## src/hw/rtl/rrot_pkg.sv

```systemverilog
// Shared types and constants for the segment versus rectangle obstacle test.
package rrot_pkg;

    localparam int CoordW = 24;
    localparam int ExtW   = 23;
    localparam int DirW   = 16;
    localparam int CntW   = 5;
    localparam int IdxW   = 4;

    localparam int DiffW  = 28;
    localparam int OpaW   = 34;
    localparam int MulW   = OpaW + DiffW;
    localparam int ProdW  = 56;
    localparam int OffW   = 27;
    localparam int OffShift = 13;
    localparam int InvShift = 33;

    localparam logic [OpaW-1:0] InvThree  = 34'd2863311531;
    localparam logic [MulW-1:0] RoundBias = MulW'(4096);

    localparam logic [3:0] SetupLast = 4'd2;
    localparam logic [3:0] StepLast  = 4'd10;

    typedef enum logic [3:0] {
        MOP_NONE,
        MOP_DX,
        MOP_DY,
        MOP_IW,
        MOP_IL,
        MOP_PX0,
        MOP_PX1,
        MOP_PX2,
        MOP_PX3,
        MOP_PY0,
        MOP_PY1,
        MOP_PY2,
        MOP_PY3
    } t_mop;

    typedef enum logic [2:0] {
        S_IDLE,
        S_SETUP,
        S_FETCH,
        S_ENT,
        S_EVAL,
        S_DONE
    } t_state;

    typedef struct packed {
        logic [CoordW-1:0] cx;
        logic [CoordW-1:0] cy;
        logic [ExtW-1:0]   w;
        logic [ExtW-1:0]   l;
    } t_entry;

    typedef struct packed {
        t_mop mop;
        logic load_query;
    } t_cmd;

    typedef struct packed {
        logic entry_hit;
    } t_status;

endpackage

```

## src/hw/rtl/rrot_datapath.sv

```systemverilog
// Datapath: shared multiplier, edge coordinates, products and crossing signs.
module rrot_datapath (
    input  logic                           i_clk,
    input  logic                           i_rst_n,
    input  rrot_pkg::t_cmd                 i_cmd,
    input  rrot_pkg::t_entry               i_entry,
    input  logic [rrot_pkg::CoordW-1:0]    i_start_x,
    input  logic [rrot_pkg::CoordW-1:0]    i_start_y,
    input  logic [rrot_pkg::DirW-1:0]      i_dir_x,
    input  logic [rrot_pkg::DirW-1:0]      i_dir_y,
    input  logic [rrot_pkg::ExtW-1:0]      i_reach,
    output rrot_pkg::t_status              o_status
);
    import rrot_pkg::*;

    logic [CoordW-1:0] r_sx;
    logic [CoordW-1:0] r_sy;
    logic [DirW-1:0]   r_dirx;
    logic [DirW-1:0]   r_diry;
    logic [ExtW-1:0]   r_reach;

    logic signed [MulW-1:0]  r_prod;
    t_mop                    r_wb_op;
    logic [OffW-1:0]         r_dxo;
    logic [OffW-1:0]         r_dyo;
    logic [ExtW-1:0]         r_iw;
    logic [ExtW-1:0]         r_il;
    logic signed [ProdW-1:0] r_px [4];
    logic [3:0]              r_sidex;
    logic [3:0]              r_sidey;
    logic [1:0]              r_gt [4];
    logic [1:0]              r_lt [4];

    logic signed [DiffW-1:0] w_p0x;
    logic signed [DiffW-1:0] w_p0y;
    logic signed [DiffW-1:0] w_cx2;
    logic signed [DiffW-1:0] w_cy2;
    logic signed [DiffW-1:0] w_hw;
    logic signed [DiffW-1:0] w_hl;
    logic signed [DiffW-1:0] w_iwx;
    logic signed [DiffW-1:0] w_ily;
    logic signed [DiffW-1:0] w_x [4];
    logic signed [DiffW-1:0] w_y [4];
    logic signed [DiffW-1:0] w_dxo_e;
    logic signed [DiffW-1:0] w_dyo_e;
    logic [ExtW+3:0]         w_w10;
    logic [ExtW+3:0]         w_l10;
    logic [ExtW+1:0]         w_mw;
    logic [ExtW+1:0]         w_ml;

    logic signed [OpaW-1:0]  w_a;
    logic signed [DiffW-1:0] w_b;
    logic signed [DiffW-1:0] w_soff;
    logic                    w_px_iss;
    logic                    w_py_iss;
    logic [1:0]              w_iss_k;
    logic                    w_side;

    logic [MulW-1:0]         w_rnd;
    logic signed [ProdW-1:0] w_py;
    logic                    w_py_wb;
    logic                    w_px_wb;
    logic [1:0]              w_wb_k;

    assign w_p0x = {{(DiffW-CoordW-1){r_sx[CoordW-1]}}, r_sx, 1'b0};
    assign w_p0y = {{(DiffW-CoordW-1){r_sy[CoordW-1]}}, r_sy, 1'b0};
    assign w_cx2 = {{(DiffW-CoordW-1){i_entry.cx[CoordW-1]}}, i_entry.cx, 1'b0};
    assign w_cy2 = {{(DiffW-CoordW-1){i_entry.cy[CoordW-1]}}, i_entry.cy, 1'b0};
    assign w_hw  = {{(DiffW-ExtW){1'b0}}, i_entry.w};
    assign w_hl  = {{(DiffW-ExtW){1'b0}}, i_entry.l};
    assign w_iwx = {{(DiffW-ExtW){1'b0}}, r_iw};
    assign w_ily = {{(DiffW-ExtW){1'b0}}, r_il};

    assign w_dxo_e = {{(DiffW-OffW){r_dxo[OffW-1]}}, r_dxo};
    assign w_dyo_e = {{(DiffW-OffW){r_dyo[OffW-1]}}, r_dyo};

    // 10 * extent + 6, then divide by 4; the divide by 3 runs on the multiplier
    assign w_w10 = {1'b0, i_entry.w, 3'b000} + {3'b000, i_entry.w, 1'b0} + (ExtW+4)'(6);
    assign w_l10 = {1'b0, i_entry.l, 3'b000} + {3'b000, i_entry.l, 1'b0} + (ExtW+4)'(6);
    assign w_mw  = w_w10[ExtW+3:2];
    assign w_ml  = w_l10[ExtW+3:2];

    always_comb begin
        w_x[0] = w_cx2 + w_hw;
        w_x[1] = w_cx2 - w_hw;
        w_x[2] = w_cx2 + w_iwx;
        w_x[3] = w_cx2 - w_iwx;
        w_y[0] = w_cy2 + w_hl;
        w_y[1] = w_cy2 - w_hl;
        w_y[2] = w_cy2 + w_ily;
        w_y[3] = w_cy2 - w_ily;
    end

    always_comb begin
        w_a      = '0;
        w_b      = '0;
        w_soff   = '0;
        w_px_iss = 1'b0;
        w_py_iss = 1'b0;
        w_iss_k  = 2'd0;
        case (i_cmd.mop)
            MOP_DX: begin
                w_a = {{(OpaW-DirW){r_dirx[DirW-1]}}, r_dirx};
                w_b = {{(DiffW-ExtW){1'b0}}, r_reach};
            end
            MOP_DY: begin
                w_a = {{(OpaW-DirW){r_diry[DirW-1]}}, r_diry};
                w_b = {{(DiffW-ExtW){1'b0}}, r_reach};
            end
            MOP_IW: begin
                w_a = InvThree;
                w_b = {{(DiffW-ExtW-2){1'b0}}, w_mw};
            end
            MOP_IL: begin
                w_a = InvThree;
                w_b = {{(DiffW-ExtW-2){1'b0}}, w_ml};
            end
            MOP_PX0: begin w_px_iss = 1'b1; w_iss_k = 2'd0; end
            MOP_PX1: begin w_px_iss = 1'b1; w_iss_k = 2'd1; end
            MOP_PX2: begin w_px_iss = 1'b1; w_iss_k = 2'd2; end
            MOP_PX3: begin w_px_iss = 1'b1; w_iss_k = 2'd3; end
            MOP_PY0: begin w_py_iss = 1'b1; w_iss_k = 2'd0; end
            MOP_PY1: begin w_py_iss = 1'b1; w_iss_k = 2'd1; end
            MOP_PY2: begin w_py_iss = 1'b1; w_iss_k = 2'd2; end
            MOP_PY3: begin w_py_iss = 1'b1; w_iss_k = 2'd3; end
            default: begin
                w_a = '0;
            end
        endcase
        if (w_px_iss) begin
            w_a    = {{(OpaW-OffW){r_dyo[OffW-1]}}, r_dyo};
            w_b    = w_x[w_iss_k] - w_p0x;
            w_soff = w_dxo_e;
        end
        if (w_py_iss) begin
            w_a    = {{(OpaW-OffW){r_dxo[OffW-1]}}, r_dxo};
            w_b    = w_y[w_iss_k] - w_p0y;
            w_soff = w_dyo_e;
        end
    end

    // start and end strictly on opposite sides of the edge line
    assign w_side = ((w_b > 0) && (w_soff > w_b)) || ((w_b < 0) && (w_soff < w_b));

    assign w_rnd = r_prod + RoundBias;
    assign w_py  = r_prod[ProdW-1:0];

    always_comb begin
        w_px_wb = 1'b0;
        w_py_wb = 1'b0;
        w_wb_k  = 2'd0;
        case (r_wb_op)
            MOP_PX0: begin w_px_wb = 1'b1; w_wb_k = 2'd0; end
            MOP_PX1: begin w_px_wb = 1'b1; w_wb_k = 2'd1; end
            MOP_PX2: begin w_px_wb = 1'b1; w_wb_k = 2'd2; end
            MOP_PX3: begin w_px_wb = 1'b1; w_wb_k = 2'd3; end
            MOP_PY0: begin w_py_wb = 1'b1; w_wb_k = 2'd0; end
            MOP_PY1: begin w_py_wb = 1'b1; w_wb_k = 2'd1; end
            MOP_PY2: begin w_py_wb = 1'b1; w_wb_k = 2'd2; end
            MOP_PY3: begin w_py_wb = 1'b1; w_wb_k = 2'd3; end
            default: begin
                w_wb_k = 2'd0;
            end
        endcase
    end

    always_ff @(posedge i_clk) begin
        if (!i_rst_n) begin
            r_wb_op <= MOP_NONE;
        end else begin
            r_wb_op <= i_cmd.mop;
        end
    end

    always_ff @(posedge i_clk) begin
        if (i_cmd.load_query) begin
            r_sx    <= i_start_x;
            r_sy    <= i_start_y;
            r_dirx  <= i_dir_x;
            r_diry  <= i_dir_y;
            r_reach <= i_reach;
        end
        r_prod <= w_a * w_b;
        if (w_px_iss) begin
            r_sidex[w_iss_k] <= w_side;
        end
        if (w_py_iss) begin
            r_sidey[w_iss_k] <= w_side;
        end
        case (r_wb_op)
            MOP_DX:  r_dxo <= w_rnd[OffShift+OffW-1:OffShift];
            MOP_DY:  r_dyo <= w_rnd[OffShift+OffW-1:OffShift];
            MOP_IW:  r_iw  <= r_prod[InvShift+ExtW-1:InvShift];
            MOP_IL:  r_il  <= r_prod[InvShift+ExtW-1:InvShift];
            default: begin
            end
        endcase
        if (w_px_wb) begin
            r_px[w_wb_k] <= r_prod[ProdW-1:0];
        end
        if (w_py_wb) begin
            for (int k = 0; k < 2; k++) begin
                r_gt[w_wb_k][k] <= w_py > r_px[{w_wb_k[1], 1'(k)}];
                r_lt[w_wb_k][k] <= w_py < r_px[{w_wb_k[1], 1'(k)}];
            end
        end
    end

    always_comb begin
        logic [1:0] ya;
        logic [1:0] yb;
        logic [1:0] xi;
        logic       hit;
        hit = 1'b0;
        for (int g = 0; g < 2; g++) begin
            ya = {1'(g), 1'b0};
            yb = {1'(g), 1'b1};
            for (int k = 0; k < 2; k++) begin
                xi = {1'(g), 1'(k)};
                if (r_sidex[xi] &&
                    ((r_gt[ya][k] && r_lt[yb][k]) || (r_lt[ya][k] && r_gt[yb][k]))) begin
                    hit = 1'b1;
                end
            end
        end
        for (int j = 0; j < 4; j++) begin
            if (r_sidey[j] &&
                ((r_gt[j][0] && r_lt[j][1]) || (r_lt[j][0] && r_gt[j][1]))) begin
                hit = 1'b1;
            end
        end
        o_status.entry_hit = hit;
    end

endmodule

```

## config.mk

```make
export PLATFORM = sky130hd
export DESIGN_NAME = rrot_datapath
export DESIGN_NICKNAME = d
export VERILOG_FILES = /design/src/hw/rtl/rrot_pkg.sv /design/src/hw/rtl/rrot_datapath.sv
export SDC_FILE = /design/constraint.sdc
export NUM_CORES = 2
export LEC_CHECK = 0
export CAP_MARGIN = 25
export CORE_MARGIN = 2
export CORE_UTILIZATION = 60
export DETAILED_ROUTE_END_ITERATION = 12
export DONT_BUFFER_PORTS = 1
export GPL_TIMING_DRIVEN = 0
export HOLD_SLACK_MARGIN = 0.03
export PLACE_DENSITY_LB_ADDON = 0.1
export SYNTH_ARGS = -nofsm -noshare
export SYNTH_HDL_FRONTEND = slang
export SYNTH_SLANG_ARGS = --single-unit
```

## constraint.sdc

```tcl
create_clock -name i_clk -period 18.9 [get_ports i_clk]
set_clock_uncertainty 0.05 [all_clocks]
set_input_delay 0 -clock i_clk [delete_from_list [all_inputs] [get_ports i_clk]]
set_output_delay 0 -clock i_clk [all_outputs]
set_load 0.01 [all_outputs]
```

==> results.cfg <==
[final_layout]
drive_gt1_frac = 0.0313
fin_area_sq_um = 70000
layout_common_cells = 1121 x inv_1, 886 x fa_1, 768 x nand2_1
area_growth_syn_to_layout_pct = 9.99
multi_input_area_sq_um = 43900
final_common_cell = inv_1
fillers = 8418
ff_latch_area_sq_um = 14700
final_cells = 8365
nNetsFinal = 8605

[timing]
finalCritPeriodShare = 0.935
finalWorstSetupSlack_ns = 1.22
slew_viol_final = 0
setup_viol = 0
rsz0062_at_grt = no
tightest_slew_ns = 1.31
fin_tns_setup_ns = 0
layout_min_cycle_time_ns = 17.68
slew_headroom = 0.129
report.final.hold_viol_count = 0
fmaxAchievable_mhz = 56.6

[critical_path]
cp_max_fo = 10
r2r_cells = 47
criticalPathCategory = in -> reg
cp.arrival_ns = 18.20
worstReg2RegEnd = r_prod[54]
rrSetupSlack_ns = 2.75
cpPeakStageDelay_ns = 0.94
endpoint_kind = flop
crit_end = r_prod[54]
startpoint = i_cmd[4]
crit_required_ns = 19.42
critPathMostFrequentCell = fa_1
r2r-start = r_iw[1]
critPathLaunchType = primary input
cp_slowest_cell = clkbuf_1

[die]
fp.dieW_um = 330
io-pin-count = 205
die_area_sq_um = 109000
num_rows = 119
coreArea_sq_um = 105000
dieHeight_um = 330
start_util = 0.605

[global_routing]
grt_max_degree = 104
gr-total-overflow = 0
grt_pass1_vias = 52400
grt_first_pass_wirelength_um = 350000
grt_use_total = 0.450
antenna_found_initial = 15

[detailed_routing]
dr.pass1.iters = 10
post_drt_wl_per_cell_um = 29.0
ant_nets = 0
routed_wl_um = 242000
drc = 0
num_vias = 52600
via_per_inst = 6.29
drtIter0Drc = 6061

[status]
outcome = complete, no violations

[placement]
globalplace.congestion = 1.07
place_hpwl_um = 197000
io_buffers = 0
place_area_sq_um = 66200
placed_cells = 8043
dp_slack_ns = 1.91

[yosys]
syn_inst = 6593
synthesis.nets = 8280
synth_seq_cells = 511
synth_flop_cell = edfxtp_1
syn_avg_cell_area_sq_um = 9.66
synthArstFlopShare = 0
ys_seq_area_frac = 0.232
synth_warnings = 0
synth_edf_count = 451
synth.distinct_cells = 91
syn_area_sq_um = 63700

[clock_network]
cts_resized = 0
root_buffer = clkbuf_16
clockBufferDepth = 3
clock_latency_ns = 0.69
cts_buffers = 55
cts_htree_levels = 2
cts_tree = yes
clk_pin_slew_ns = 0.06
cts_setup_buffers = 0
numClockSinks = 511

[job]
maxCapViolations = 0

[min_path]
min_path_type = in -> reg
## cell usage after synthesis (68+ instances only)
| cell type | number | area, sq um |
|---|---|---|
| xnor2_1 | 172 | 1510 |
| nand3_1 | 68 | 340 |
| a21o_1 | 122 | 916 |
| nor3_1 | 78 | 390 |
| edfxtp_1 | 451 | 13500 |
| nor2_1 | 448 | 1680 |
| fa_1 | 886 | 17700 |
| o21ai_0 | 216 | 1080 |
| a21oi_1 | 321 | 1610 |
| nand2_1 | 768 | 2880 |
| inv_1 | 1121 | 4210 |
| ha_1 | 597 | 7470 |
| nand2b_1 | 79 | 494 |
| clkbuf_1 | 194 | 728 |
| mux2i_1 | 122 | 1220 |
## routing by layer
layer,wire length (um),share of wire,track usage,up-vias
met5,60,0.00025,0,-
met4,24500,0.10,0.364,10
met3,25900,0.11,0.0953,788
met2,103000,0.43,0.666,3266
met1,88600,0.37,0.575,26100
li1,-,-,-,22500
## final cells by class
cell class	count	share of cell area
Inverter	1123	0.0602
Antenna cell	12	0.000429
Clock inverter	26	0.00389
Buffer	233	0.0130
Tap cell	1391	0.0248
Clock buffer	75	0.0212
Multi-Input combinational cell	4726	0.627
Sequential cell	511	0.211
Timing Repair Buffer	268	0.0391
## how the worst min path moves through the flow
stage	from	cells past startpoint	slack, ns	to
5_1_grt	i_dir_y[10]	1	0.05	r_diry[10]
6_report	i_dir_x[1]	1	0.05	r_dirx[1]
3_3_place_gp	i_dir_y[7]	0	0.05	r_diry[7]
2_1_floorplan	i_dir_x[0]	0	0.05	r_dirx[0]
3_5_place_dp	i_dir_x[5]	0	0.05	r_dirx[5]
4_1_cts	i_dir_y[15]	1	0.03	r_diry[15]
## cell families (layout without fill, tap and decap cells)
group / Yosys count / count (layout) / share of synthesized area
buffers and inverters: 1356 / 1725 / 0.0805
AO/OA/AOI/OAI: 1160 / 1160 / 0.120
adder cells (fa/ha/maj): 1483 / 1483 / 0.396
AND/OR/NAND/NOR: 1721 / 1721 / 0.120
multiplexers: 125 / 125 / 0.0197
flip-flops: 511 / 511 / 0.232
other: 0 / 12 / 0
XOR/XNOR: 237 / 237 / 0.0327
## through the flow
step	hold WS [ns]	util
3_5_place_dp	0.0489	0.629
5_1_grt	0.0489	0.665
2_1_floorplan	0.0489	-
4_1_cts	0.0317	0.665
3_3_place_gp	0.0489	0.621
6_report	0.0531	0.665
## registers in the layout, summed over array words and instances (netlist names)
name     cells
r_px       224
r_prod      56
r_dxo       27
r_dyo       27
r_sx        24
r_sy        24
r_il        23
r_iw        23
r_reach     23
r_dirx      16
r_diry      16
r_gt         8
r_lt         8
r_sidex      4
r_sidey      4
r_wb_op      4
## critical path: cells and delay by family
kind | cells | cell delay, ns
xor+xnor | 1 | 0.13
buf+inv | 10 | 4.23
compound gates | 13 | 5.41
fa+ha+maj | 10 | 4.71
simple gates | 14 | 3.67
## repair_timing
action,in CTS,in global routing
hold buffers,204,0
endpoints found under the hold margin,217,0
endpoints found under the setup margin,0,0
Power is not shown: default switching activity piles up to over one toggle a cycle in this logic, so the estimate is an artifact.
