--- config.mk ---
export PLATFORM = sky130hd
export DESIGN_NAME = rrot_ctrl
export DESIGN_NICKNAME = d
export VERILOG_FILES = /design/src/hw/rtl/rrot_pkg.sv /design/src/hw/rtl/rrot_ctrl.sv
export SDC_FILE = /design/constraint.sdc
export NUM_CORES = 1
export LEC_CHECK = 0
export BUFFER_PORTS_ARGS = -buffer_cell sky130_fd_sc_hd__buf_2
export CELL_PAD_IN_SITES_DETAIL_PLACEMENT = 1
export CELL_PAD_IN_SITES_GLOBAL_PLACEMENT = 1
export CORE_ASPECT_RATIO = 1.75
export CORE_MARGIN = 5
export CORE_UTILIZATION = 42
export CTS_CLUSTER_DIAMETER = 80
export DETAILED_ROUTE_END_ITERATION = 10
export PLACE_DENSITY = 0.88
export SETUP_SLACK_MARGIN = 0.4
export SLEW_MARGIN = 20
export SYNTH_ARGS = -nofsm -noshare
export SYNTH_HDL_FRONTEND = slang
export SYNTH_SLANG_ARGS = --single-unit
--- constraint.sdc ---
create_clock -name i_clk -period 2.2 [get_ports i_clk]
set_input_delay 0 -clock i_clk [delete_from_list [all_inputs] [get_ports i_clk]]
set_output_delay 0 -clock i_clk [all_outputs]
set_load 0.1 [all_outputs]
--- src/hw/rtl/rrot_pkg.sv ---
// Shared types and constants for the segment versus rectangle obstacle test.
package rrot_pkg;

    localparam int CoordW = 24;
    localparam int ExtW   = 23;
    localparam int DirW   = 16;
    localparam int CntW   = 5;
    localparam int IdxW   = 4;

    localparam int DiffW  = 28;
    localparam int OpaW   = 34;
    localparam int MulW   = OpaW + DiffW;
    localparam int ProdW  = 56;
    localparam int OffW   = 27;
    localparam int OffShift = 13;
    localparam int InvShift = 33;

    localparam logic [OpaW-1:0] InvThree  = 34'd2863311531;
    localparam logic [MulW-1:0] RoundBias = MulW'(4096);

    localparam logic [3:0] SetupLast = 4'd2;
    localparam logic [3:0] StepLast  = 4'd10;

    typedef enum logic [3:0] {
        MOP_NONE,
        MOP_DX,
        MOP_DY,
        MOP_IW,
        MOP_IL,
        MOP_PX0,
        MOP_PX1,
        MOP_PX2,
        MOP_PX3,
        MOP_PY0,
        MOP_PY1,
        MOP_PY2,
        MOP_PY3
    } t_mop;

    typedef enum logic [2:0] {
        S_IDLE,
        S_SETUP,
        S_FETCH,
        S_ENT,
        S_EVAL,
        S_DONE
    } t_state;

    typedef struct packed {
        logic [CoordW-1:0] cx;
        logic [CoordW-1:0] cy;
        logic [ExtW-1:0]   w;
        logic [ExtW-1:0]   l;
    } t_entry;

    typedef struct packed {
        t_mop mop;
        logic load_query;
    } t_cmd;

    typedef struct packed {
        logic entry_hit;
    } t_status;

endpackage

--- src/hw/rtl/rrot_ctrl.sv ---
// Controller: query sequencing, entry scan, active count and result register.
module rrot_ctrl #(
    parameter int MAX_OBSTACLES = 16
) (
    input  logic                                        i_clk,
    input  logic                                        i_rst_n,
    input  logic                                        i_valid,
    input  logic                                        i_kind,
    input  logic                                        i_out_stall,
    input  logic                                        i_cfg_valid,
    input  logic [rrot_pkg::CntW-1:0]                   i_cfg_data,
    input  rrot_pkg::t_status                           i_status,
    output logic                                        o_in_stall,
    output logic                                        o_out_valid,
    output logic                                        o_out_hit,
    output logic [((MAX_OBSTACLES > 1) ? $clog2(MAX_OBSTACLES) : 1)-1:0] o_raddr,
    output rrot_pkg::t_cmd                              o_cmd
);
    import rrot_pkg::*;

    localparam int AddrW = (MAX_OBSTACLES > 1) ? $clog2(MAX_OBSTACLES) : 1;
    localparam logic [8:0] MaxN = 9'(MAX_OBSTACLES);

    t_state           r_state;
    t_state           n_state;
    logic [3:0]       r_step;
    logic [3:0]       n_step;
    logic [AddrW-1:0] r_idx;
    logic [AddrW-1:0] n_idx;
    logic [CntW-1:0]  r_count;
    logic             r_hit;
    logic             n_hit;
    logic             r_out_valid;
    logic             n_out_valid;
    logic             r_out_hit;
    logic             n_out_hit;

    logic [8:0] w_cnt9;
    logic [8:0] w_scan_n;
    logic [8:0] w_idx9;
    logic       w_last;
    logic       w_accept;
    logic       w_out_free;

    assign w_cnt9     = {{(9-CntW){1'b0}}, r_count};
    assign w_scan_n   = (w_cnt9 > MaxN) ? MaxN : w_cnt9;
    assign w_idx9     = {{(9-AddrW){1'b0}}, r_idx};
    assign w_last     = (w_idx9 + 9'd1) == w_scan_n;
    assign w_accept   = i_valid && (r_state == S_IDLE);
    assign w_out_free = !r_out_valid || !i_out_stall;

    assign o_in_stall  = (r_state != S_IDLE);
    assign o_out_valid = r_out_valid;
    assign o_out_hit   = r_out_hit;
    assign o_raddr     = r_idx;

    always_ff @(posedge i_clk) begin
        if (!i_rst_n) begin
            r_state     <= S_IDLE;
            r_step      <= '0;
            r_idx       <= '0;
            r_count     <= '0;
            r_hit       <= 1'b0;
            r_out_valid <= 1'b0;
            r_out_hit   <= 1'b0;
        end else begin
            r_state     <= n_state;
            r_step      <= n_step;
            r_idx       <= n_idx;
            r_hit       <= n_hit;
            r_out_valid <= n_out_valid;
            r_out_hit   <= n_out_hit;
            if (i_cfg_valid) begin
                r_count <= i_cfg_data;
            end
        end
    end

    always_comb begin
        n_state        = r_state;
        n_step         = r_step;
        n_idx          = r_idx;
        n_hit          = r_hit;
        n_out_valid    = r_out_valid && i_out_stall;
        n_out_hit      = r_out_hit;
        o_cmd.mop        = MOP_NONE;
        o_cmd.load_query = 1'b0;
        case (r_state)
            S_IDLE: begin
                if (w_accept && i_kind) begin
                    o_cmd.load_query = 1'b1;
                    n_step           = '0;
                    n_state          = S_SETUP;
                end
            end
            S_SETUP: begin
                case (r_step)
                    4'd0:    o_cmd.mop = MOP_DX;
                    4'd1:    o_cmd.mop = MOP_DY;
                    default: o_cmd.mop = MOP_NONE;
                endcase
                if (r_step == SetupLast) begin
                    n_idx = '0;
                    if (w_scan_n == 9'd0) begin
                        n_hit   = 1'b0;
                        n_state = S_DONE;
                    end else begin
                        n_state = S_FETCH;
                    end
                end else begin
                    n_step = r_step + 4'd1;
                end
            end
            S_FETCH: begin
                n_step  = '0;
                n_state = S_ENT;
            end
            S_ENT: begin
                case (r_step)
                    4'd0:    o_cmd.mop = MOP_IW;
                    4'd1:    o_cmd.mop = MOP_IL;
                    4'd2:    o_cmd.mop = MOP_PX0;
                    4'd3:    o_cmd.mop = MOP_PX1;
                    4'd4:    o_cmd.mop = MOP_PX2;
                    4'd5:    o_cmd.mop = MOP_PX3;
                    4'd6:    o_cmd.mop = MOP_PY0;
                    4'd7:    o_cmd.mop = MOP_PY1;
                    4'd8:    o_cmd.mop = MOP_PY2;
                    4'd9:    o_cmd.mop = MOP_PY3;
                    default: o_cmd.mop = MOP_NONE;
                endcase
                if (r_step == StepLast) begin
                    n_state = S_EVAL;
                end else begin
                    n_step = r_step + 4'd1;
                end
            end
            S_EVAL: begin
                if (i_status.entry_hit) begin
                    n_hit   = 1'b1;
                    n_state = S_DONE;
                end else if (w_last) begin
                    n_hit   = 1'b0;
                    n_state = S_DONE;
                end else begin
                    n_idx   = r_idx + AddrW'(1);
                    n_state = S_FETCH;
                end
            end
            S_DONE: begin
                if (w_out_free) begin
                    n_out_valid = 1'b1;
                    n_out_hit   = r_hit;
                    n_state     = S_IDLE;
                end
            end
            default: begin
                n_state = S_IDLE;
            end
        endcase
    end

`ifndef ASSERT_OFF
    a_query_starts_setup: assert property (@(posedge i_clk) disable iff (!i_rst_n)
        (w_accept && i_kind) |=> (r_state == S_SETUP))
        else $error("query accept did not enter setup");

    a_result_from_done: assert property (@(posedge i_clk) disable iff (!i_rst_n)
        $rose(r_out_valid) |-> $past(r_state == S_DONE))
        else $error("result raised outside done state");

    a_eval_after_last_step: assert property (@(posedge i_clk) disable iff (!i_rst_n)
        (r_state == S_EVAL) |-> ($past(r_state == S_ENT) && $past(r_step == StepLast)))
        else $error("entry evaluated before all products were written");

    a_step_bounded: assert property (@(posedge i_clk) disable iff (!i_rst_n)
        (r_state == S_ENT) |-> (r_step <= StepLast))
        else $error("entry step counter out of range");
`endif

endmodule
==> impl_results.md, run 1 <==
- Largest net degree at the start of global routing: 17
- Core area: 3560 sq um
- All-Layer GR Usage: 22.5%
- Top delay family on crit path: buffers and inverters
- Comb pwr share: 35.7%
- Total wire length: 6860 um
- Violated checks: hold timing
- Max-Cap Viols: 0
- Yosys reg bits: 23
- Worst setup EP type: register
- Gpl congestion: 0.898
- Row count: 29
- # setup viols final: 0
- Clock Tree Root: clkbuf_8
- Worst path max stage delay: 0.39 ns
- Ys async rst share: 0%
- H-tree lvl count: 1
- Adder-Cell Fraction of Synth Area: 6.55%
- Post-Syn Instances: 184
- Synth Net Count: 204
- Final net count: 261
- Final period util: 95.1%
- Peak Freq: 478 MHz
- Proportion of power drawn by the clock network: 24.8%
- Final Power: 1.14 mW
- Number of global-route vias before repair: 1856
- Arr. time, crit path: 2.25 ns
- Grt ovf: 0
- DR pass1 iterations: 4
- Vias per Instance: 6.06
- Peak VDD IR: 0.385 mV
- Hold WS: -0.0156 ns
- Bufs and invs on worst path: 4
- Post-DP HPWL: 3440 um
- Mux contribution to synthesized area: 5.24%
- Starting Density: 43.0%
- Synth Flop Type: dfxtp_1
- Main combinational cell family by area after synthesis: simple AND/OR/NAND/NOR gates
- Worst min path class: in -> reg
- Routed WL per cell: 24.0 um
- Syn avg cell area: 8.30 sq um
- Worst Path Required: 2.36 ns
- CTS tree: built
- Antenna Cells: 0
- Synth top area share: 30.1%
- Internal power: 0.740 mW
- Reg clk slew, reported paths: 0.09 ns
- Max Slew Vio Count: 0
- Layout cells sized above 1: 50.4%
- Post-Route Setup TNS: 0 ns
- Synth Warn #: 0
- Synth Area in XOR/XNOR: 3.77%
- Drc violations: 0
- Synth cell types: 50
- CTS sink count: 23
- Area growth, synth to finish: 50.5%
- RSZ-0062 raised after global routing: yes
- DR vias: 1733
- Leak: 0.978 nW
- Die Area: 4990 sq um
- Skew final: 0.00302 ns
- Most common cell in the synthesized netlist: dfxtp_1
- Area leader, netlist: dfxtp_1
- Area contributors post-synth: dfxtp_1 30%, ha_1 6.6%, mux2i_1 5.2%, nor2b_1 4.1%, nand2_1 3.7%
- Port Buffers: 23
- Most frequent cells after synthesis: 23 x dfxtp_1, 15 x nand2_1, 13 x nor2_1, 11 x inv_1, 10 x nor2b_1
- Syn Std Cell Area: 1530 sq um
- Reg power frac: 39.5%
- Final ANT Viol Nets: 0
- Max Root-Sink Buffers: 2
- Slew @ Worst Pin: 0.507 ns
- Fin. Hold Viols: 1
- Post-synthesis compound-gate area fraction: 19.6%
- CP Max Fanout: 4
- Minimum clock period: 2.09 ns
- Initial antenna violation count: 0
- Pwr/cell area: 497 nW/um^2
- I/O Pins: 24
- Initial DRC Count: 100
- Die Y-Extent: 89.8 um
- Sw Share: 35.2%
- CP Class: reg -> reg
- Critical Path Source Type: register
- Rel. slew slack: 66.4%
- Total CTS buffers: 3
- Seq/Total Area, Yosys: 30.1%
- NetSw: 0.402 mW
- Cell chain of the critical path: inv_2, ha_4, nor2b_1, mux2i_1, o21ai_2, inv_2, buf_6, buf_4, ha_4, mux2i_1, o21ai_1
- Slowest-stage cell, CP: dfxtp_4
- Clk_lat worst skew: 0.27 ns
- Fill count: 412
- First-pass GRT wire length: 8940 um
- EDFF count, synth: 0
- Outcome: complete, but fails checks
- Synth Area in Simple Gates: 27.8%
- Die Wd: 55.6 um
[layout by cell type (no fill, tap or decap), types with 4 or more instances in the layout]
| cell | n |
|---|---|
| nor2_1 | 11 |
| nand2_1 | 13 |
| ha_4 | 5 |
| nor2b_1 | 9 |
| buf_6 | 6 |
| a21oi_1 | 6 |
| inv_1 | 7 |
| mux2i_1 | 8 |
| nand3_1 | 5 |
| dfxtp_4 | 6 |
| dfxtp_1 | 14 |
| buf_4 | 32 |
| buf_2 | 20 |
| o21ai_2 | 4 |
| a31oi_1 | 4 |
| nand3b_1 | 4 |
[power groups by stage]
stage	Combinational, mW	Sequential [mW]	Clock (mW)
CTS	0.304	0.452	0.277
floorplan	0.184	0.455	0
finish	0.408	0.451	0.283
global placement	0.228	0.462	0
detailed placement	0.233	0.463	0
global route	0.424	0.454	0.301
[routing by layer]
layer	GRT usage, %	up-vias	routed length, um
met1	18.9	858	2140
li1	-	760	-
met3	3.87	29	267
met5	0	-	0
met2	45.8	86	4050
met4	13.6	0	399
[final timing paths]
path | cells after the start | to | slack (ns) | start
setup reg to reg | 11 | register | 0.11 | r_step[1]$_SDFFE_PN0N_
hold reg to reg | 2 | r_hit$_SDFFE_PN0P_ | 0.52 | r_hit$_SDFFE_PN0P_
setup / recovery | 11 | register | 0.11 | r_step[1]$_SDFFE_PN0N_
hold / removal | 3 | r_count[4]$_SDFFE_PN0P_ | -0.02 | i_cfg_data[4]
[metrics by stage]
stage               setup WS (ns)  util (%)  cell area (sq um)  std cells
floorplan                   0.115         -               1590        184
global placement            0.173      49.2               1750        251
detailed placement          0.117      49.2               1750        251
CTS                         0.279      58.4               2080        276
global route              0.00989      64.6               2300        286
finish                      0.108      64.6               2300        286
[repair_timing]
action	in CTS	in global routing
hold buffers	1	0
pin swaps	22	18
endpoints found under the hold margin	1	0
setup buffers	20	10
gates resized for setup	35	33
setup endpoints to repair	18	15
[kinds of logic (layout without fill, tap and decap cells)]
| logic type | count (synthesis) | count (layout) |
|---|---|---|
| AOI/OAI and AO/OA | 43 | 43 |
| xor gates and xnor gates | 5 | 5 |
| adders and majority gates | 8 | 8 |
| buffers and inverters | 20 | 76 |
| DFF | 23 | 23 |
| muxes | 8 | 8 |
| and+or+nand+nor | 77 | 77 |
[area by class of cell]
type	count	area, sq um	area share, %
clock buffers	3	41.3	1.80
clock inverters	1	5.00	0.218
inverters	11	43.8	1.91
multi-input cells	141	1210	52.5
flip-flops and latches	23	487	21.2
well taps	46	57.6	2.50
repair buffers	61	458	19.9
[worst register-to-register path: stages (launching register included)]
cell	delay, ns
dfxtp_4	0.39
inv_2	0.06
ha_4	0.25
nor2b_1	0.14
mux2i_1	0.13
o21ai_2	0.22
inv_2	0.09
buf_6	0.12
buf_4	0.14
ha_4	0.16
mux2i_1	0.18
o21ai_1	0.08
Power figures use the tool's default switching activity.
==> run 2: changes to the inputs <==
--- a/config.mk
+++ b/config.mk
@@ -10,10 +10,11 @@
 export CELL_PAD_IN_SITES_GLOBAL_PLACEMENT = 1
 export CORE_ASPECT_RATIO = 1.75
 export CORE_MARGIN = 5
-export CORE_UTILIZATION = 42
+export CORE_UTILIZATION = 37
 export CTS_CLUSTER_DIAMETER = 80
 export DETAILED_ROUTE_END_ITERATION = 10
-export PLACE_DENSITY = 0.88
+export GPL_TIMING_DRIVEN = 0
+export PLACE_DENSITY = 0.83
 export SETUP_SLACK_MARGIN = 0.4
 export SLEW_MARGIN = 20
 export SYNTH_ARGS = -nofsm -noshare
==> constraint.sdc (replaced) <==
create_clock -name i_clk -period 1.9 [get_ports i_clk]
set_input_delay 0 -clock i_clk [delete_from_list [all_inputs] [get_ports i_clk]]
set_output_delay 0 -clock i_clk [all_outputs]
set_load 0.1 [all_outputs]
==> run 2 against run 1 <==
Net effect: the flow finishes with violations (setup timing); count of clock-buffer cells in the layout did not move; power rose by 19%; via count fell by 0.75%; hold slack improved by 0.025 ns; worst setup slack got worse by 0.28 ns; global-route usage fell by 0.22 points; cell area rose by 11%; critical path depth fell by 4; critical path type unchanged; largest cell class unchanged; largest power group unchanged.
==> impl_results.md, run 2 (synthesis results as in run 1) <==
- Outcome: complete, but fails checks (unchanged)
- Violated checks: setup timing (was hold timing)
- Setup slack after layout: -0.170 ns (was 0.108 ns)
- I/O Pins: 24 (unchanged)
- Starting Density: 37.5% (was 43.0%)
- Hold WS: 0.00970 ns (was -0.0156 ns)
- Final net count: 271 (was 261)
- Max-Cap Viols: 0 (unchanged)
- Slew @ Worst Pin: 0.507 ns (about the same)
- Post-Route Setup TNS: -0.906 ns (was 0 ns)
- Port Buffers: 21 (was 23)
- Area growth, synth to finish: 67.6% (was 50.5%)
- Bufs and invs on worst path: 0 (was 4)
- Top delay family on crit path: simple AND/OR/NAND/NOR gates (was buffers and inverters)
- Final ANT Viol Nets: 0 (unchanged)
- CP Max Fanout: 3 (was 4)
- Drc violations: 0 (unchanged)
- Finished Layout Cells: 299 (was 286)
- Worst min path class: in -> reg (unchanged)
- First-pass GRT wire length: 9140 um (was 8940 um)
- Leak: 1.06 nW (was 0.978 nW)
- Skew final: 0.00432 ns (was 0.00302 ns)
- DR top layer: met4 (unchanged)
- Total wire length: 6890 um (was 6860 um)
- Initial antenna violation count: 0 (unchanged)
- Wire length on met2: 4120 um (was 4050 um)
- Worst path max stage delay: 0.36 ns (was 0.39 ns)
- CP Class: reg -> reg (unchanged)
- RSZ-0062 raised after global routing: yes (unchanged)
- Max Slew Vio Count: 0 (unchanged)
- Worst Path Required: 2.06 ns (was 2.36 ns)
- Layout cells sized above 1: 52.8% (was 50.4%)
- Commonest non-fill, non-tap cells in the layout: 23 x buf_4, 20 x buf_6, 15 x buf_2, 13 x nand2_1, 13 x dfxtp_1 (was 32 x buf_4, 20 x buf_2, 14 x dfxtp_1, 13 x nand2_1, 11 x nor2_1)
- Critical Path Source Type: register (unchanged)
- Initial DRC Count: 69 (was 100)
- Number of global-route vias before repair: 1835 (was 1856)
- Peak VDD IR: 0.420 mV (was 0.385 mV)
- Antenna Cells: 0 (unchanged)
- Rel. slew slack: 66.4% (about the same)
- Multi-input logic area: 1270 sq um (was 1210 sq um)
- M1 WL: 2170 um (was 2140 um)
- Post-DP HPWL: 3460 um (was 3440 um)
- Max Root-Sink Buffers: 2 (unchanged)
- DR pass1 iterations: 4 (unchanged)
- Post-Place Cells: 254 (was 251)
- Util after Layout: 62.9% (was 64.6%)
- Die Area: 5560 sq um (was 4990 sq um)
- Fill count: 470 (was 412)
- FF/Latch Area: 485 sq um (was 487 sq um)
- Final period util: 109% (was 95.1%)
- Die Wd: 58.6 um (was 55.6 um)
- Core area: 4070 sq um (was 3560 sq um)
- Minimum clock period: 2.07 ns (was 2.09 ns)
- DR WL met3: 203 um (was 267 um)
- Clk_lat worst skew: 0.28 ns (was 0.27 ns)
- Commonest non-fill, non-tap cell in the layout: buf_4 (unchanged)
- Arr. time, crit path: 2.23 ns (was 2.25 ns)
- # setup viols final: 9 (was 0)
- Peak Freq: 483 MHz (was 478 MHz)
- Final Power: 1.36 mW (was 1.14 mW)
- H-tree lvl count: 1 (unchanged)
- CTS tree: built (unchanged)
- Row count: 31 (was 29)
- All-Layer GR Usage: 22.3% (was 22.5%)
- Fin. Hold Viols: 0 (was 1)
- Total CTS buffers: 3 (unchanged)
- Routed WL per cell: 23.0 um (was 24.0 um)
- Slowest-stage cell, CP: dfxtp_4 (unchanged)
- CTS sink count: 23 (unchanged)
- Gpl congestion: 0.793 (was 0.898)
- Vias per Instance: 5.75 (was 6.06)
- Clock Tree Root: clkbuf_8 (unchanged)
- Die Y-Extent: 95.0 um (was 89.8 um)
- DR vias: 1720 (was 1733)
- Reg clk slew, reported paths: 0.09 ns (about the same)
- Grt ovf: 0 (unchanged)
- Largest net degree at the start of global routing: 14 (was 17)
- Pwr/cell area: 531 nW/um^2 (was 497 nW/um^2)
- Cell chain of the critical path: ha_4, or2b_4, and3_4, o2111ai_1, a31oi_1, nor3_1, o22ai_1 (was inv_2, ha_4, nor2b_1, mux2i_1, o21ai_2, inv_2, buf_6, buf_4, ha_4, mux2i_1, o21ai_1)
- Worst setup EP type: register (unchanged)
run 2: where the power goes:
| part | leakage, nW | switching [mW] | internal [mW] |
|---|---|---|---|
| combinational | 0.836 | 0.265 | 0.245 |
| clock | 0.0255 | 0.181 | 0.147 |
| sequential | 0.194 | 0.0195 | 0.503 |
run 2: final cells by class:
cell class              instances  area share, %
multi-input cells             141           49.7
well taps                      49           2.39
clock inverters                 1          0.195
inverters                      11           1.71
plain buffers                   9           3.32
flip-flops and latches         23           19.0
clock buffers                   3           1.61
repair buffers                 62           22.1
run 2: stage by stage:
step / cell area (sq um) / worst slack [ns]
6_report: 2560 / -0.170
4_1_cts: 2370 / -0.111
3_3_place_gp: 1800 / -0.334
3_5_place_dp: 1800 / -0.371
5_1_grt: 2560 / -0.251
2_1_floorplan: 1640 / -0.185
run 2: worst register-to-register path, cell delays in order, from the launching register on:
cell and delay [ns]:
dfxtp_4 0.36, ha_4 0.24, or2b_4 0.24, and3_4 0.20
o2111ai_1 0.30, a31oi_1 0.18, nor3_1 0.30, o22ai_1 0.14
run 2: worst paths after layout:
path / endpoint / slack (ns) / cells after the start / start
max: o_raddr[3]$_SDFFE_PN0P_ / -0.17 / 7 / o_raddr[1]$_SDFFE_PN0P_
max reg2reg: o_raddr[3]$_SDFFE_PN0P_ / -0.17 / 7 / o_raddr[1]$_SDFFE_PN0P_
min reg2reg: o_raddr[3]$_SDFFE_PN0P_ / 0.53 / 1 / o_raddr[3]$_SDFFE_PN0P_
min: r_count[0]$_SDFFE_PN0P_ / 0.01 / 3 / i_cfg_data[0]
run 2: repair_timing:
action	CTS	global route
endpoints found under the hold margin	3	0
setup endpoints to repair	21	21
gates resized for setup	80	21
pin swaps	32	26
hold buffers	3	0
setup buffers	25	13
cloned	0	0
run 2: metal layers:
metal  vias to the layer above  GRT usage, %
met1                       857          17.5
met2                        49          46.4
met4                         0          14.9
met5                         -             0
li1                        784             -
met3                        30          3.28
==> run 3: changes to the inputs <==
--- a/config.mk
+++ b/config.mk
@@ -14,7 +14,7 @@
 export CTS_CLUSTER_DIAMETER = 80
 export DETAILED_ROUTE_END_ITERATION = 10
 export GPL_TIMING_DRIVEN = 0
-export PLACE_DENSITY = 0.83
+export PLACE_DENSITY = 0.85
 export SETUP_SLACK_MARGIN = 0.4
 export SLEW_MARGIN = 20
 export SYNTH_ARGS = -nofsm -noshare
==> run 3 against run 2 <==
Net effect: the flow still finishes with violations (setup timing); global-route usage down 1.6 points; largest power group unchanged; cell count down 3.7%; count of clock-buffer cells in the layout unchanged; sequential power about the same; via count down 2.0%; critical path type unchanged; worst setup slack worse by 0.039 ns; clock power down 3%.
==> impl_results.md, run 3 (synthesis results as in run 1) <==
- Worst setup EP type: register (unchanged)
- Comb pwr share: 36.3% (was 37.5%)
- Worst path max stage delay: 0.39 ns (was 0.36 ns)
- CP Max Fanout: 4 (was 3)
- Proportion of power drawn by the clock network: 24.0% (was 24.1%)
- All-Layer GR Usage: 20.7% (was 22.3%)
- RSZ-0062 raised after global routing: yes (unchanged)
- H-tree lvl count: 1 (unchanged)
- CP most frequent cell: ha_4
- Final period util: 111% (was 109%)
- Initial DRC Count: 75 (was 69)
- Worst Path Required: 2.10 ns (was 2.06 ns)
- # setup viols final: 9 (unchanged)
- Layout cells sized above 1: 52.7% (was 52.8%)
- Util after Layout: 61.3% (was 62.9%)
- Commonest non-fill, non-tap cell in the layout: buf_4 (unchanged)
- Setup slack after layout: -0.209 ns (was -0.170 ns)
- Die Area: 5560 sq um (unchanged)
- Top delay family on crit path: simple AND/OR/NAND/NOR gates (unchanged)
- Die Wd: 58.6 um (unchanged)
- First-pass GRT wire length: 8710 um (was 9140 um)
- Finished Layout Cells: 288 (was 299)
- Worst min path class: in -> reg (unchanged)
- Drc violations: 0 (unchanged)
- Pwr/cell area: 528 nW/um^2 (was 531 nW/um^2)
- Max Root-Sink Buffers: 2 (unchanged)
- I/O Pins: 24 (unchanged)
- Final ANT Viol Nets: 0 (unchanged)
- Cell chain of the critical path: inv_6, ha_4, nand3b_1, nand2b_4, nand2_2, xnor2_2, nor2_2, inv_2, ha_4, or3_4, a21oi_4 (was ha_4, or2b_4, and3_4, o2111ai_1, a31oi_1, nor3_1, o22ai_1)
- Bufs and invs on worst path: 2 (was 0)
- Post-Place Cells: 254 (unchanged)
- Routed WL per cell: 22.2 um (was 23.0 um)
- Peak VDD IR: 0.483 mV (was 0.420 mV)
- Reg clk slew, reported paths: 0.09 ns (about the same)
- Minimum clock period: 2.11 ns (was 2.07 ns)
- Reg power frac: 39.6% (was 38.4%)
- Total wire length: 6400 um (was 6890 um)
- DR vias: 1686 (was 1720)
- Die Y-Extent: 95.0 um (unchanged)
- Area growth, synth to finish: 63.5% (was 67.6%)
- CTS sink count: 23 (unchanged)
- Clk_lat worst skew: 0.27 ns (was 0.28 ns)
- Max Slew Vio Count: 0 (unchanged)
- Commonest non-fill, non-tap cells in the layout: 23 x buf_4, 15 x buf_2, 13 x nand2_1, 13 x dfxtp_1, 11 x nor2_1 (was 23 x buf_4, 20 x buf_6, 15 x buf_2, 13 x nand2_1, 13 x dfxtp_1)
- Number of global-route vias before repair: 1830 (was 1835)
- Placement Setup Slack: -0.328 ns (was -0.371 ns)
- NetSw: 0.448 mW (was 0.466 mW)
- Fin. Hold Viols: 0 (unchanged)
- Hold WS: 0.0107 ns (was 0.00970 ns)
- Total CTS buffers: 3 (unchanged)
- Outcome: complete, but fails checks (unchanged)
- Largest net degree at the start of global routing: 14 (unchanged)
- Row count: 31 (unchanged)
- Clock Tree Root: clkbuf_8 (unchanged)
- Max-Cap Viols: 0 (unchanged)
- Fill count: 447 (was 470)
- Initial antenna violation count: 0 (unchanged)
- Slew @ Worst Pin: 0.507 ns (about the same)
- Stages on worst setup path: 11 (was 7)
- CTS tree: built (unchanged)
- Peak Freq: 474 MHz (was 483 MHz)
- Skew final: 0.00547 ns (was 0.00432 ns)
- WHS Path Cells: 3 (unchanged)
- Internal power: 0.870 mW (was 0.896 mW)
- Arr. time, crit path: 2.31 ns (was 2.23 ns)
- Rel. slew slack: 66.4% (about the same)
- Critical Path Source Type: register (unchanged)
- Core area: 4070 sq um (unchanged)
- FF-to-FF path depth: 11 (was 7)
- Slowest-stage cell, CP: dfxtp_4 (unchanged)
- Sw Share: 34.0% (was 34.2%)
- Gpl congestion: 0.810 (was 0.793)
- CP Class: reg -> reg (unchanged)
- Final net count: 260 (was 271)
- Vias per Instance: 5.85 (was 5.75)
- Grt ovf: 0 (unchanged)
- Violated checks: setup timing (unchanged)
- Antenna Cells: 0 (unchanged)
- Post-DP HPWL: 3430 um (was 3460 um)
- Starting Density: 37.5% (unchanged)
- Port Buffers: 21 (unchanged)
- Leak: 0.993 nW (was 1.06 nW)
- Final Power: 1.32 mW (was 1.36 mW)
- DR pass1 iterations: 5 (was 4)
## run 3: cell count changes in the layout (fill, tap and decap cells not counted), sizes merged
cell and delta:
buf -10, clkbuf -1
## run 3: final cells by class
type / instances / area, sq um / share of cell area (%)
tap: 49 / 61.3 / 2.45
multi-input combinational: 141 / 1330 / 53.1
clock buffer: 3 / 41.3 / 1.65
inverter: 11 / 46.3 / 1.85
sequential: 23 / 488 / 19.5
buffer: 9 / 92.6 / 3.71
timing repair buffer: 51 / 438 / 17.5
clock inverter: 1 / 5.00 / 0.200
## run 3: worst reg2reg max path, stage by stage, from the launching register on
cell and delay (ns):
dfxtp_4 0.39, inv_6 0.05, ha_4 0.17, nand3b_1 0.13, nand2b_4 0.14, nand2_2 0.06
xnor2_2 0.15, nor2_2 0.16, inv_2 0.09, ha_4 0.17, or3_4 0.37, a21oi_4 0.16
## run 3: worst paths after layout
check	from	end	slack, ns
worst max-delay path	r_step[0]$_SDFFE_PN0N_	register	-0.21
worst max register to register	r_step[0]$_SDFFE_PN0N_	register	-0.21
worst min-delay path	i_cfg_data[0]	r_count[0]$_SDFFE_PN0P_	0.01
worst min register to register	o_raddr[3]$_SDFFE_PN0P_	o_raddr[3]$_SDFFE_PN0P_	0.52
## run 3: timing repair
item / CTS / global route
endpoints found under the setup margin: 21 / 19
hold endpoints to repair: 3 / 0
cloned: 0 / 0
resized for setup: 60 / 40
hold buffers: 3 / 0
setup buffers: 20 / 7
pin swaps: 25 / 21
## run 3: metal layers
metal  track usage (%)  vias to the layer above  share of wire [%]
li1                  -                      761                  -
met1              17.5                      830                 31
met2              41.4                       63                 59
met3              3.28                       32                3.4
met4              13.8                        0                6.4
met5                 0                        -                  0
## run 3: per-stage QoR
step	TNS (ns)	cell area (sq um)
after floorplan	-0.906	1640
after global placement	-0.876	1800
after detailed placement	-1.20	1800
after CTS	-0.301	2240
after global routing	-1.39	2500
final	-0.851	2500
## run 3: power by group through the flow
stage                     Clock, mW  Combinational [mW]  Sequential (mW)
after floorplan                   0               0.230            0.528
after global placement            0               0.282            0.532
final                         0.317               0.479            0.522
after global routing          0.336               0.503            0.526
after CTS                     0.322               0.386            0.521
after detailed placement          0               0.293            0.534
